$ cat src/rtl/u16pe_pkg.sv
// ----------------------------------------------------------------------------
// u16pe_pkg
// Shared types for the UTF-16 to percent-encoded UTF-8 converter.
// ----------------------------------------------------------------------------
package u16pe_pkg;

  // One UTF-8 sequence queued between the front and the back.
  typedef struct packed {
    logic [3:0][7:0] bytes;   // byte 0 is sent first
    logic [1:0]      nb_m1;   // number of bytes minus one
    logic            last;    // sequence closes the run of its input item
  } job_t;

  localparam int unsigned JobW = $bits(job_t);

endpackage

$ cat src/rtl/u16pe_fifo.sv
// ----------------------------------------------------------------------------
// u16pe_fifo
// Small register queue that decouples the classifying front from the back.
// ----------------------------------------------------------------------------
module u16pe_fifo #(
  parameter int unsigned Width = 8,
  parameter int unsigned Depth = 2
) (
  input  logic             clk_i,
  input  logic             rst_ni,
  input  logic             wr_en_i,
  input  logic [Width-1:0] wr_data_i,
  output logic             wr_ready_o,
  input  logic             rd_en_i,
  output logic [Width-1:0] rd_data_o,
  output logic             rd_valid_o
);

  localparam int unsigned AW = (Depth > 1) ? $clog2(Depth) : 1;
  localparam int unsigned CW = $clog2(Depth + 1);

  logic [Width-1:0] mem_q [Depth];
  logic [AW-1:0]    wr_ptr_q, wr_ptr_d;
  logic [AW-1:0]    rd_ptr_q, rd_ptr_d;
  logic [CW-1:0]    cnt_q, cnt_d;
  logic             do_wr, do_rd;

  assign wr_ready_o = (cnt_q != CW'(Depth));
  assign rd_valid_o = (cnt_q != '0);
  assign rd_data_o  = mem_q[rd_ptr_q];
  assign do_wr      = wr_en_i && wr_ready_o;
  assign do_rd      = rd_en_i && rd_valid_o;

  always_comb begin
    wr_ptr_d = wr_ptr_q;
    rd_ptr_d = rd_ptr_q;
    cnt_d    = cnt_q;
    if (do_wr) begin
      wr_ptr_d = (wr_ptr_q == AW'(Depth - 1)) ? '0 : wr_ptr_q + AW'(1);
    end
    if (do_rd) begin
      rd_ptr_d = (rd_ptr_q == AW'(Depth - 1)) ? '0 : rd_ptr_q + AW'(1);
    end
    if (do_wr && !do_rd) begin
      cnt_d = cnt_q + CW'(1);
    end else if (!do_wr && do_rd) begin
      cnt_d = cnt_q - CW'(1);
    end
  end

  always_ff @(posedge clk_i or negedge rst_ni) begin
    if (!rst_ni) begin
      wr_ptr_q <= '0;
      rd_ptr_q <= '0;
      cnt_q    <= '0;
    end else begin
      wr_ptr_q <= wr_ptr_d;
      rd_ptr_q <= rd_ptr_d;
      cnt_q    <= cnt_d;
    end
  end

  always_ff @(posedge clk_i) begin
    if (do_wr) begin
      mem_q[wr_ptr_q] <= wr_data_i;
    end
  end

  a_cnt_bound: assert property (@(posedge clk_i) disable iff (!rst_ni)
    cnt_q <= CW'(Depth))
    else $error("queue fill count exceeds its depth");

endmodule

$ cat src/rtl/u16pe_front.sv
// ----------------------------------------------------------------------------
// u16pe_front
// Accepts code units, pairs surrogates and queues the UTF-8 byte sequences.
// ----------------------------------------------------------------------------
module u16pe_front (
  input  logic              clk_i,
  input  logic              rst_ni,
  input  logic              s_axis_tvalid,
  output logic              s_axis_tready,
  input  logic [15:0]       s_axis_tdata,   // [15:0] code_unit
  input  logic              s_axis_tlast,   // string_end
  output logic              push_o,
  output u16pe_pkg::job_t   push_data_o,
  input  logic              push_ready_i
);

  localparam logic [5:0] HighTag = 6'b110110;
  localparam logic [5:0] LowTag  = 6'b110111;

  function automatic u16pe_pkg::job_t encode(input logic [20:0] cp, input logic last);
    u16pe_pkg::job_t j;
    j.bytes = '0;
    j.last  = last;
    if (cp < 21'h80) begin
      j.nb_m1    = 2'd0;
      j.bytes[0] = {1'b0, cp[6:0]};
    end else if (cp < 21'h800) begin
      j.nb_m1    = 2'd1;
      j.bytes[0] = {3'b110, cp[10:6]};
      j.bytes[1] = {2'b10, cp[5:0]};
    end else if (cp < 21'h10000) begin
      j.nb_m1    = 2'd2;
      j.bytes[0] = {4'b1110, cp[15:12]};
      j.bytes[1] = {2'b10, cp[11:6]};
      j.bytes[2] = {2'b10, cp[5:0]};
    end else begin
      j.nb_m1    = 2'd3;
      j.bytes[0] = {5'b11110, cp[20:18]};
      j.bytes[1] = {2'b10, cp[17:12]};
      j.bytes[2] = {2'b10, cp[11:6]};
      j.bytes[3] = {2'b10, cp[5:0]};
    end
    return j;
  endfunction

  logic            held_q, held_d;
  logic [9:0]      bits_q, bits_d;
  logic            pend_q, pend_d;
  u16pe_pkg::job_t pend_job_q, pend_job_d;

  logic            accept, is_low, is_high, hold_new;
  u16pe_pkg::job_t job_pair, job_flush, job_cur;

  assign is_low   = (s_axis_tdata[15:10] == LowTag);
  assign is_high  = (s_axis_tdata[15:10] == HighTag);
  assign hold_new = is_high && !s_axis_tlast;

  assign s_axis_tready = push_ready_i && !pend_q;
  assign accept        = s_axis_tvalid && s_axis_tready;

  assign job_pair  = encode(21'h10000 + {1'b0, bits_q, s_axis_tdata[9:0]}, 1'b1);
  assign job_flush = encode({5'd0, HighTag, bits_q}, hold_new);
  assign job_cur   = encode({5'd0, s_axis_tdata}, 1'b1);

  always_comb begin
    held_d      = held_q;
    bits_d      = bits_q;
    pend_d      = pend_q;
    pend_job_d  = pend_job_q;
    push_o      = 1'b0;
    push_data_o = job_cur;
    if (pend_q) begin
      push_o      = 1'b1;
      push_data_o = pend_job_q;
      if (push_ready_i) begin
        pend_d = 1'b0;
      end
    end else if (accept) begin
      held_d = hold_new;
      if (hold_new) begin
        bits_d = s_axis_tdata[9:0];
      end
      if (held_q) begin
        push_o      = 1'b1;
        push_data_o = is_low ? job_pair : job_flush;
        if (!is_low && !hold_new) begin
          pend_d     = 1'b1;
          pend_job_d = job_cur;
        end
      end else begin
        push_o = !hold_new;
      end
    end
  end

  always_ff @(posedge clk_i or negedge rst_ni) begin
    if (!rst_ni) begin
      held_q <= 1'b0;
      bits_q <= '0;
      pend_q <= 1'b0;
    end else begin
      held_q <= held_d;
      bits_q <= bits_d;
      pend_q <= pend_d;
    end
  end

  always_ff @(posedge clk_i) begin
    pend_job_q <= pend_job_d;
  end

  a_pend_not_held: assert property (@(posedge clk_i) disable iff (!rst_ni)
    pend_q |-> !held_q)
    else $error("a deferred unit coexists with a held surrogate");

endmodule

$ cat src/rtl/u16pe_back.sv
// ----------------------------------------------------------------------------
// u16pe_back
// Turns queued UTF-8 sequences into ASCII, one character per unstalled cycle.
// ----------------------------------------------------------------------------
module u16pe_back (
  input  logic              clk_i,
  input  logic              rst_ni,
  input  logic              pop_valid_i,
  input  u16pe_pkg::job_t   pop_data_i,
  output logic              pop_o,
  output logic              m_axis_tvalid,
  input  logic              m_axis_tready,
  output logic [7:0]        m_axis_tdata,   // [6:0] out_char, [7] zero fill
  output logic              m_axis_tlast    // run_last
);

  localparam logic [6:0] Percent = 7'h25;

  function automatic logic is_unreserved(input logic [7:0] b);
    return (b >= 8'h41 && b <= 8'h5A) || (b >= 8'h61 && b <= 8'h7A) ||
           (b >= 8'h30 && b <= 8'h39) || b == 8'h2D || b == 8'h5F ||
           b == 8'h2E || b == 8'h7E;
  endfunction

  function automatic logic [6:0] hex_char(input logic [3:0] n);
    return (n < 4'd10) ? (7'h30 + {3'd0, n}) : (7'h37 + {3'd0, n});
  endfunction

  logic            job_valid_q, job_valid_d;
  u16pe_pkg::job_t job_q, job_d;
  logic [1:0]      idx_q, idx_d;
  logic [1:0]      ph_q, ph_d;
  logic            out_valid_q, out_valid_d;
  logic [6:0]      out_char_q, out_char_d;
  logic            out_last_q, out_last_d;

  logic       slot_free, emit, byte_done, job_done;
  logic [7:0] cur_byte;
  logic       cur_lit;
  logic [6:0] char_sel;

  assign slot_free = !out_valid_q || m_axis_tready;
  assign emit      = job_valid_q && slot_free;
  assign cur_byte  = job_q.bytes[idx_q];
  assign cur_lit   = is_unreserved(cur_byte);
  assign byte_done = cur_lit || (ph_q == 2'd2);
  assign job_done  = byte_done && (idx_q == job_q.nb_m1);
  assign pop_o     = pop_valid_i && (!job_valid_q || (emit && job_done));

  always_comb begin
    case (ph_q)
      2'd0:    char_sel = cur_lit ? cur_byte[6:0] : Percent;
      2'd1:    char_sel = hex_char(cur_byte[7:4]);
      2'd2:    char_sel = hex_char(cur_byte[3:0]);
      default: char_sel = Percent;
    endcase
  end

  always_comb begin
    job_valid_d = job_valid_q;
    job_d       = job_q;
    idx_d       = idx_q;
    ph_d        = ph_q;
    out_valid_d = out_valid_q;
    out_char_d  = out_char_q;
    out_last_d  = out_last_q;
    if (emit) begin
      out_valid_d = 1'b1;
      out_char_d  = char_sel;
      out_last_d  = job_done && job_q.last;
      if (byte_done) begin
        idx_d = idx_q + 2'd1;
        ph_d  = 2'd0;
      end else begin
        ph_d = ph_q + 2'd1;
      end
      if (job_done) begin
        job_valid_d = 1'b0;
      end
    end else if (m_axis_tready) begin
      out_valid_d = 1'b0;
    end
    if (pop_o) begin
      job_valid_d = 1'b1;
      job_d       = pop_data_i;
      idx_d       = 2'd0;
      ph_d        = 2'd0;
    end
  end

  always_ff @(posedge clk_i or negedge rst_ni) begin
    if (!rst_ni) begin
      job_valid_q <= 1'b0;
      idx_q       <= '0;
      ph_q        <= '0;
      out_valid_q <= 1'b0;
    end else begin
      job_valid_q <= job_valid_d;
      idx_q       <= idx_d;
      ph_q        <= ph_d;
      out_valid_q <= out_valid_d;
    end
  end

  always_ff @(posedge clk_i) begin
    job_q      <= job_d;
    out_char_q <= out_char_d;
    out_last_q <= out_last_d;
  end

  assign m_axis_tvalid = out_valid_q;
  assign m_axis_tdata  = {1'b0, out_char_q};
  assign m_axis_tlast  = out_last_q;

  a_idx_in_job: assert property (@(posedge clk_i) disable iff (!rst_ni)
    job_valid_q |-> (idx_q <= job_q.nb_m1))
    else $error("byte index runs past the sequence length");

  a_phase_range: assert property (@(posedge clk_i) disable iff (!rst_ni)
    job_valid_q && (ph_q != 2'd0) |-> !is_unreserved(cur_byte) && (ph_q != 2'd3))
    else $error("escape phase on a literal byte or out of range");

endmodule

$ cat src/rtl/utf16_to_percent_encoded_utf8_core.sv
// ----------------------------------------------------------------------------
// utf16_to_percent_encoded_utf8_core
// Converts UTF-16 code units to percent-encoded UTF-8 text, one character per output beat.
// ----------------------------------------------------------------------------
// An item's first character passes the queue and the job register on its way to the output.
// The output delivers one character per cycle while the receiver is ready. A unit yields
// one to nine characters, a surrogate pair twelve, and a unit that flushes a held
// surrogate up to eighteen; the front holds off input while queueing that unit's own bytes.
// Reset clears the held surrogate, the queue and the output register.
module utf16_to_percent_encoded_utf8_core #(
  parameter int unsigned QueueDepth = 2
) (
  input  logic        clk_i,
  input  logic        rst_ni,
  input  logic        s_axis_tvalid,
  output logic        s_axis_tready,
  input  logic [15:0] s_axis_tdata,   // [15:0] code_unit
  input  logic        s_axis_tlast,   // string_end
  output logic        m_axis_tvalid,
  input  logic        m_axis_tready,
  output logic [7:0]  m_axis_tdata,   // [6:0] out_char, [7] zero fill
  output logic        m_axis_tlast    // run_last
);

  logic            push, push_ready, pop, pop_valid;
  u16pe_pkg::job_t push_data, pop_data;

  u16pe_front u_front (
    .clk_i         (clk_i),
    .rst_ni        (rst_ni),
    .s_axis_tvalid (s_axis_tvalid),
    .s_axis_tready (s_axis_tready),
    .s_axis_tdata  (s_axis_tdata),
    .s_axis_tlast  (s_axis_tlast),
    .push_o        (push),
    .push_data_o   (push_data),
    .push_ready_i  (push_ready)
  );

  u16pe_fifo #(
    .Width (u16pe_pkg::JobW),
    .Depth (QueueDepth)
  ) u_fifo (
    .clk_i      (clk_i),
    .rst_ni     (rst_ni),
    .wr_en_i    (push),
    .wr_data_i  (push_data),
    .wr_ready_o (push_ready),
    .rd_en_i    (pop),
    .rd_data_o  (pop_data),
    .rd_valid_o (pop_valid)
  );

  u16pe_back u_back (
    .clk_i         (clk_i),
    .rst_ni        (rst_ni),
    .pop_valid_i   (pop_valid),
    .pop_data_i    (pop_data),
    .pop_o         (pop),
    .m_axis_tvalid (m_axis_tvalid),
    .m_axis_tready (m_axis_tready),
    .m_axis_tdata  (m_axis_tdata),
    .m_axis_tlast  (m_axis_tlast)
  );

endmodule

$ cat config.mk
export PLATFORM = sky130hd
export DESIGN_NAME = utf16_to_percent_encoded_utf8_core
export DESIGN_NICKNAME = d
export VERILOG_FILES = /design/src/rtl/u16pe_pkg.sv /design/src/rtl/u16pe_fifo.sv /design/src/rtl/u16pe_front.sv /design/src/rtl/u16pe_back.sv /design/src/rtl/utf16_to_percent_encoded_utf8_core.sv
export SDC_FILE = /design/constraint.sdc
export NUM_CORES = 1
export LEC_CHECK = 0
export BUFFER_PORTS_ARGS = -buffer_cell sky130_fd_sc_hd__buf_4
export CAP_MARGIN = 20
export CORE_MARGIN = 5
export CORE_UTILIZATION = 45
export CTS_BUF_LIST = sky130_fd_sc_hd__clkbuf_4 sky130_fd_sc_hd__clkbuf_8
export DETAILED_ROUTE_END_ITERATION = 10
export HOLD_SLACK_MARGIN = 0.1
export SYNTH_ARGS = -nofsm -noshare
export SYNTH_HDL_FRONTEND = slang
export SYNTH_HIERARCHICAL = 1
export SYNTH_SLANG_ARGS = --single-unit
$ cat constraint.sdc
create_clock -name clk_i -period 9.9 [get_ports clk_i]
set_clock_uncertainty 0.2 [all_clocks]
set_input_delay 0.495 -clock clk_i [delete_from_list [all_inputs] [get_ports clk_i]]
set_output_delay 0.495 -clock clk_i [all_outputs]
set_load 0.02 [all_outputs]
==> flow_summary.json, run 1 <==
{
  "status": "complete, no violations",
  "final-max-slew-violation-count": 0,
  "setup_tns_ns": 0,
  "start_util_pct": 45.9,
  "slew_headroom_pct": 35.0,
  "tightest_slew_ns": 0.974,
  "syn_area_per_cell_um2": 13.2,
  "async_flop_share_pct": 14.0,
  "layout.cells.most_common": "edfxtp_1",
  "drtPass1Iterations": 5,
  "num-fill-cells": 1496,
  "grt-ovfl-total": 0,
  "worst_ep_required_time_ns": 10.07,
  "cts_inserted_buffers": 17,
  "worstPathMaxFanout": 36,
  "use_met1_pct": 21.9,
  "first_global_vias": 5155,
  "ys_warn_count": 6,
  "vias_per_cell": 5.83,
  "met3_usage_pct": 3.75,
  "place_congestion": 0.935,
  "holdPathEnd": "u_front/held_q",
  "ys_seq_elements": 157,
  "synth_largest_area_cell": "edfxtp_1",
  "grt_max_degree": 37,
  "clk_pin_slew_ns": 0.09,
  "hold_viol": 0,
  "io_pins": 32,
  "wl_per_cell_um": 20.6,
  "drtAntennaViolNets": 0,
  "cts_tree": "built",
  "grt_pass1_wl_um": 28300,
  "min-delay-start": "s_axis_tvalid",
  "min_path_cells": 4,
  "p_leak_nw": 3.23,
  "design.core.area_um2": 17300,
  "die_width_um": 143,
  "synth.distinct_cells": 76,
  "ir_drop_uv": 132,
  "endpoint_kind": "register",
  "fmax_ghz": 0.210,
  "die_y_um": 143,
  "insertedDiodeCount": 0,
  "die_area_um2": 20400,
  "grt_usage_pct": 18.0,
  "insertion_delay_ns": 0.44,
  "crit_type": "reg -> reg",
  "htree_levels": 4,
  "drc_errors": 0,
  "cts_sinks": 157,
  "r2r-end": "u_fifo/cnt_q[1]",
  "multi_input_area_um2": 2980,
  "synth_area_leaders": "edfxtp_1 51%, dfrtp_1 6.9%, mux2_4 5.5%, ha_1 2.4%, mux2_2 2.3%",
  "crit_path_start_kind": "register",
  "drt_iter0_drc": 342,
  "clockBufferDepth": 2,
  "portBuffers": 30,
  "finalNetCount": 660,
  "layout-drive-gt1-share_pct": 22.0,
  "layout_common_cells": "135 x edfxtp_1, 43 x nand2_1, 37 x buf_4, 34 x o21ai_0, 30 x nor2_1",
  "grt_setup_unrepaired": "no",
  "post-route-min-period_ns": 4.76,
  "cts_resized": 0,
  "num_rows": 48,
  "r2r_start": "u_back/idx_q[0]",
  "timing.final.crit_share_pct": 48.0,
  "dpl.hpwl_um": 12300,
  "ys.flop_type": "edfxtp_1",
  "seq_area_um2": 4610,
  "regToRegSetupSlack_ns": 5.14,
  "drv_cap": 0,
  "met2_usage_pct": 31.7,
  "crit_arrival_ns": 4.93,
  "drt-total-wl_um": 17700,
  "synth-edff-count": 135,
  "netlist_area_um2": 7930,
  "ff2ff_path_depth": 16,
  "yosys.area.top_type_share_pct": 51.1,
  "top_usage_layer": "met2",
  "fin_cells": 862,
  "worstHoldPathType": "in -> reg",
  "synth_seq_area_share_pct": 58.0,
  "area_growth_pct": 9.57,
  "antenna_found_initial": 0,
  "placed_cells": 828,
  "syn_inst": 603,
  "report.final.setup_viol": 0,
  "clock-root-buffer": "clkbuf_8",
  "vias": 5025,
  "power_density_nw_per_um2": 271
}
## layer usage
layer	share of wire (%)	up-vias
met4	2.1	0
met2	52	164
met3	4.4	28
li1	-	2353
met5	0	-
met1	42	2480
## critical path, cell delays in order (launching register included)
cell and delay (ns):
dfrtp_1 0.77, mux4_2 0.70, inv_1 0.20, ha_1 0.23, and2_1 0.14, mux2i_1 0.06
a2111oi_0 0.51, a211oi_2 0.13, nand3_2 0.15, a31o_2 0.22, and2_1 0.13, buf_4 0.39
nand2_1 0.18, ha_1 0.24, xor2_1 0.14, nor2_1 0.11, xor2_1 0.15
## sequential cells by signal, indices dropped and copies added, names as in the netlist
register              count
u_back/m_axis_tlast       1
u_fifo/rd_ptr_q           1
u_back/m_axis_tvalid      1
u_front/pend_job_q       22
u_back/idx_q              2
u_back/out_char_q         7
u_back/ph_q               2
u_fifo/mem_q             70
u_fifo/cnt_q              2
u_front/held_q            1
u_back/job_valid_q        1
u_front/pend_q            1
u_fifo/wr_ptr_q           1
u_back/job_q             35
u_front/bits_q           10
## cell usage after synthesis (4+ instances only)
| cell type | instances |
|---|---|
| a211oi_1 | 11 |
| a21oi_1 | 14 |
| a221oi_1 | 8 |
| a22o_1 | 8 |
| a311o_1 | 4 |
| a31oi_1 | 8 |
| and2_1 | 13 |
| and3_1 | 15 |
| buf_2 | 4 |
| buf_4 | 6 |
| buf_6 | 6 |
| clkbuf_1 | 18 |
| dfrtp_1 | 22 |
| edfxtp_1 | 135 |
| ha_1 | 15 |
| inv_1 | 22 |
| mux2_2 | 16 |
| mux2_4 | 29 |
| mux2i_1 | 5 |
| mux4_2 | 8 |
| nand2_1 | 43 |
| nand2b_1 | 11 |
| nand3_1 | 10 |
| nor2_1 | 31 |
| nor3_1 | 6 |
| nor4_1 | 6 |
| o21ai_0 | 34 |
| o22ai_1 | 12 |
| o2bb2ai_1 | 5 |
| xnor2_1 | 7 |
| xor2_1 | 4 |
## stage by stage
| step | power [mW] | cell area (um^2) | utilization [%] | hold slack [ns] | setup WS (ns) |
|---|---|---|---|---|---|
| 2_1_floorplan | 1.68 | 7940 | - | -0.000591 | 5.42 |
| 3_3_place_gp | 1.86 | 8240 | 47.6 | 0.209 | 5.26 |
| 3_5_place_dp | 1.86 | 8240 | 47.6 | 0.213 | 5.14 |
| 4_1_cts | 2.37 | 8670 | 50.1 | 0.106 | 5.06 |
| 5_1_grt | 2.50 | 8690 | 50.3 | 0.130 | 4.64 |
| 6_report | 2.36 | 8690 | 50.3 | 0.142 | 5.14 |
## what timing repair did
item                                   CTS  global route
endpoints found under the hold margin   22             0
setup buffers                            0             0
hold buffers                             1             0
## area by class of cell
class                   instances  area share, %
multi-input cells             386           34.3
repair buffers                 39           3.54
inverters                      23          0.993
clock inverters                14           2.06
well taps                     225           3.24
clock buffers                  18           2.85
flip-flops and latches        157           53.0
## cells by family after synthesis
kind of cell / synth area share, %
multiplexers: 10.7
XOR/XNOR: 1.21
adder cells (fa/ha/maj): 2.37
AND/OR/NAND/NOR: 10.8
other: 0.0947
AO/OA/AOI/OAI: 12.4
flip-flops: 58.0
buffers and inverters: 4.46
## how the worst max path moves through the flow
stage / from / end / slack [ns]
floorplan: u_back/idx_q[0] / u_fifo/cnt_q[1] / 5.42
global placement: u_back/idx_q[0] / u_fifo/cnt_q[1] / 5.26
detailed placement: u_back/idx_q[0] / u_fifo/cnt_q[1] / 5.14
CTS: u_back/idx_q[0] / u_fifo/cnt_q[1] / 5.06
global route: u_back/idx_q[0] / u_fifo/cnt_q[1] / 4.64
finish: u_back/idx_q[0] / u_fifo/cnt_q[1] / 5.14
## where the power goes
part           total, mW  internal [mW]  leakage, nW  switching, mW
clock network      0.503          0.261        0.207          0.242
registers          0.985          0.909         1.50         0.0756
logic              0.870          0.374         1.52          0.496
No activity file was read; power rests on OpenSTA's default activity.
==> inputs of run 2 (changes only) <==
--- a/config.mk
+++ b/config.mk
@@ -5,6 +5,7 @@
 export SDC_FILE = /design/constraint.sdc
 export NUM_CORES = 1
 export LEC_CHECK = 0
+export ABC_AREA = 1
 export BUFFER_PORTS_ARGS = -buffer_cell sky130_fd_sc_hd__buf_4
 export CAP_MARGIN = 20
 export CORE_MARGIN = 5
==> constraint.sdc (replaced) <==
create_clock -name clk_i -period 4.9 [get_ports clk_i]
set_clock_uncertainty 0.2 [all_clocks]
set_input_delay 0.245 -clock clk_i [delete_from_list [all_inputs] [get_ports clk_i]]
set_output_delay 0.245 -clock clk_i [all_outputs]
set_load 0.02 [all_outputs]
==> run 2 against run 1 <==
Power grew 120%. Non-clock buffer count grew 25. Cell area grew 5.9%. Critical endpoint unchanged. Largest power group unchanged.
==> flow_summary.json, run 2 <==
{
  "whs_ns": 0.309,
  "die_area_um2": 20900,
  "drc_errors": 0,
  "netlist_top_cells_count": "306 x nand2_1, 135 x edfxtp_1, 93 x inv_1",
  "num-fill-cells": 1680,
  "grt_usage_pct": 18.6,
  "yosysMostFrequentCell": "nand2_1",
  "crit_arrival_ns": 3.91,
  "p_switching_mw": 2.06,
  "final-max-slew-violation-count": 0,
  "num_rows": 49,
  "grt-ovfl-total": 0,
  "power_density_nw_per_um2": 555,
  "hold_viol": 0,
  "grt_pass1_wl_um": 29700,
  "ys_warn_count": 6,
  "cts_resized": 0,
  "worst_ep_required_time_ns": 5.05,
  "ys_seq_elements": 157,
  "syn_area_per_cell_um2": 9.31,
  "synth.distinct_cells": 47,
  "synth_largest_area_cell": "edfxtp_1",
  "yosys.area.top_type_share_pct": 49.6,
  "worstHoldPathType": "reg -> reg",
  "drv_cap": 0,
  "p_clk_share_pct": 18.9,
  "antenna_found_initial": 0,
  "dpl.hpwl_um": 13100,
  "status": "complete, no violations",
  "swShare_pct": 40.4,
  "cts_tree": "built",
  "slew_headroom_pct": 23.7,
  "internal_power_mw": 3.04,
  "crit_path_start_kind": "register",
  "reg.largest.list": "u_fifo/mem_q (70), u_back/job_q (35), u_front/pend_job_q (22)",
  "syn_inst": 877,
  "die_y_um": 145,
  "p_seq_share_pct": 40.8,
  "setup_tns_ns": 0,
  "insertion_delay_ns": 0.45,
  "layout.cells.most_common": "nand2_1",
  "insertedDiodeCount": 0,
  "holdBufCountCts": 24,
  "vias_per_cell": 4.99,
  "p_leak_nw": 3.92,
  "worstPathMaxFanout": 21,
  "grt_max_degree": 38,
  "async_flop_share_pct": 14.0,
  "ir_drop_uv": 322,
  "place_congestion": 0.933,
  "endpoint_kind": "register",
  "die_width_um": 145,
  "cts_inserted_buffers": 17,
  "drtAntennaViolNets": 0,
  "clk_pin_slew_ns": 0.09,
  "htree_levels": 4,
  "drt_iter0_drc": 449,
  "vias": 5854,
  "first_global_vias": 5551,
  "synth-edff-count": 135,
  "cts_sinks": 157,
  "post_cts_buffers": 0,
  "post-route-min-period_ns": 3.76,
  "netlist_area_um2": 8170,
  "synth_seq_area_share_pct": 56.4,
  "tightest_slew_ns": 1.13,
  "clock-root-buffer": "clkbuf_8",
  "finalNetCount": 968,
  "synth_area_leaders": "edfxtp_1 50%, nand2_1 14%, dfrtp_1 6.7%, inv_1 4.3%, o21ai_0 2.9%",
  "drtPass1Iterations": 4,
  "drt-total-wl_um": 18300,
  "layout-drive-gt1-share_pct": 14.8,
  "start_util_pct": 45.6,
  "ys.flop_type": "edfxtp_1",
  "crit_type": "reg -> reg",
  "area_growth_pct": 12.7,
  "largest_reg_flops": 70,
  "wl_per_cell_um": 15.6,
  "layout_common_cells": "306 x nand2_1, 135 x edfxtp_1, 93 x inv_1, 47 x o21ai_0, 45 x nand3_1",
  "report.final.setup_viol": 0,
  "top_register": "u_fifo/mem_q",
  "io_pins": 32,
  "design.core.area_um2": 17900,
  "p_comb_share_pct": 40.3,
  "timing.final.crit_share_pct": 76.8,
  "clockBufferDepth": 2,
  "grt_setup_unrepaired": "no",
  "portBuffers": 30,
  "fmax_ghz": 0.266
}
-- run 2: through the flow --
step           setup slack, ns  instances  power (mW)  cell area, um^2  utilization (%)
2_1_floorplan             1.08        879        3.65             8170                -
3_3_place_gp              1.20       1118        4.16             8550             47.7
3_5_place_dp              1.14       1118        4.16             8550             47.7
4_1_cts                   1.12       1174        5.15             9200             51.4
5_1_grt                  0.747       1174        5.49             9200             51.4
6_report                  1.14       1174        5.10             9200             51.4
-- run 2: worst paths after layout --
check                                    start               end  slack, ns  cells past startpoint
min in group asynchronous               rst_ni    u_front/held_q       0.59                      4
max in group asynchronous               rst_ni   u_back/idx_q[1]       3.75                      4
min reg2reg                u_fifo/mem_q[0][21]  u_back/job_q[21]       0.31                      2
max reg2reg                    u_back/idx_q[0]   u_fifo/cnt_q[1]       1.14                     24
min                        u_fifo/mem_q[0][21]  u_back/job_q[21]       0.31                      2
max                            u_back/idx_q[0]   u_fifo/cnt_q[1]       1.14                     24
-- run 2: logic make-up (layout without fill, tap and decap cells) --
family,after synthesis,in the layout,share of synthesized area [%]
AO/OA/AOI/OAI,106,106,7.11
XOR/XNOR,5,5,0.536
adder cells (fa/ha/maj),15,15,2.30
buffers and inverters,133,199,7.69
flip-flops,157,157,56.4
multiplexers,1,1,0.123
other,2,4,0.0920
AND/OR/NAND/NOR,458,458,25.8
-- run 2: critical path, stage by stage, from the launching register on --
cell,delay (ns)
dfrtp_1,0.76
inv_2,0.27
nand2_1,0.12
nand3_1,0.07
nand2_1,0.18
inv_1,0.14
ha_1,0.21
or2_2,0.30
nand2_1,0.06
inv_1,0.04
nand2_1,0.06
nand2_1,0.06
nand2_2,0.08
nor2_4,0.05
nand2_2,0.10
nand3_2,0.07
nand2_2,0.07
nand2_2,0.06
inv_1,0.11
nand2_1,0.09
ha_1,0.30
inv_1,0.08
nand3_1,0.08
nand2_1,0.06
nand2_1,0.04
-- run 2: area by class of cell --
class	instances	area [um^2]	area share [%]
inverter	103	399	4.34
timing repair buffer	64	551	5.98
clock buffer	18	241	2.62
multi-input combinational	589	2960	32.1
sequential	157	4600	50.0
tap	229	287	3.11
clock inverter	14	164	1.78
-- run 2: power groups by stage --
stage	logic (mW)	registers [mW]	clock network (mW)
final	2.06	2.08	0.965
after detailed placement	2.05	2.12	0
after global routing	2.33	2.11	1.05
after global placement	2.05	2.12	0
after CTS	2.07	2.09	0.991
after floorplan	1.56	2.10	0
-- run 2: per-layer routing --
layer | track usage (%) | wire length (um) | up-vias
li1 | - | - | 2981
met1 | 24.0 | 8000 | 2685
met2 | 31.4 | 9130 | 155
met3 | 3.52 | 722 | 33
met4 | 6.92 | 489 | 0
met5 | 0 | 0 | -
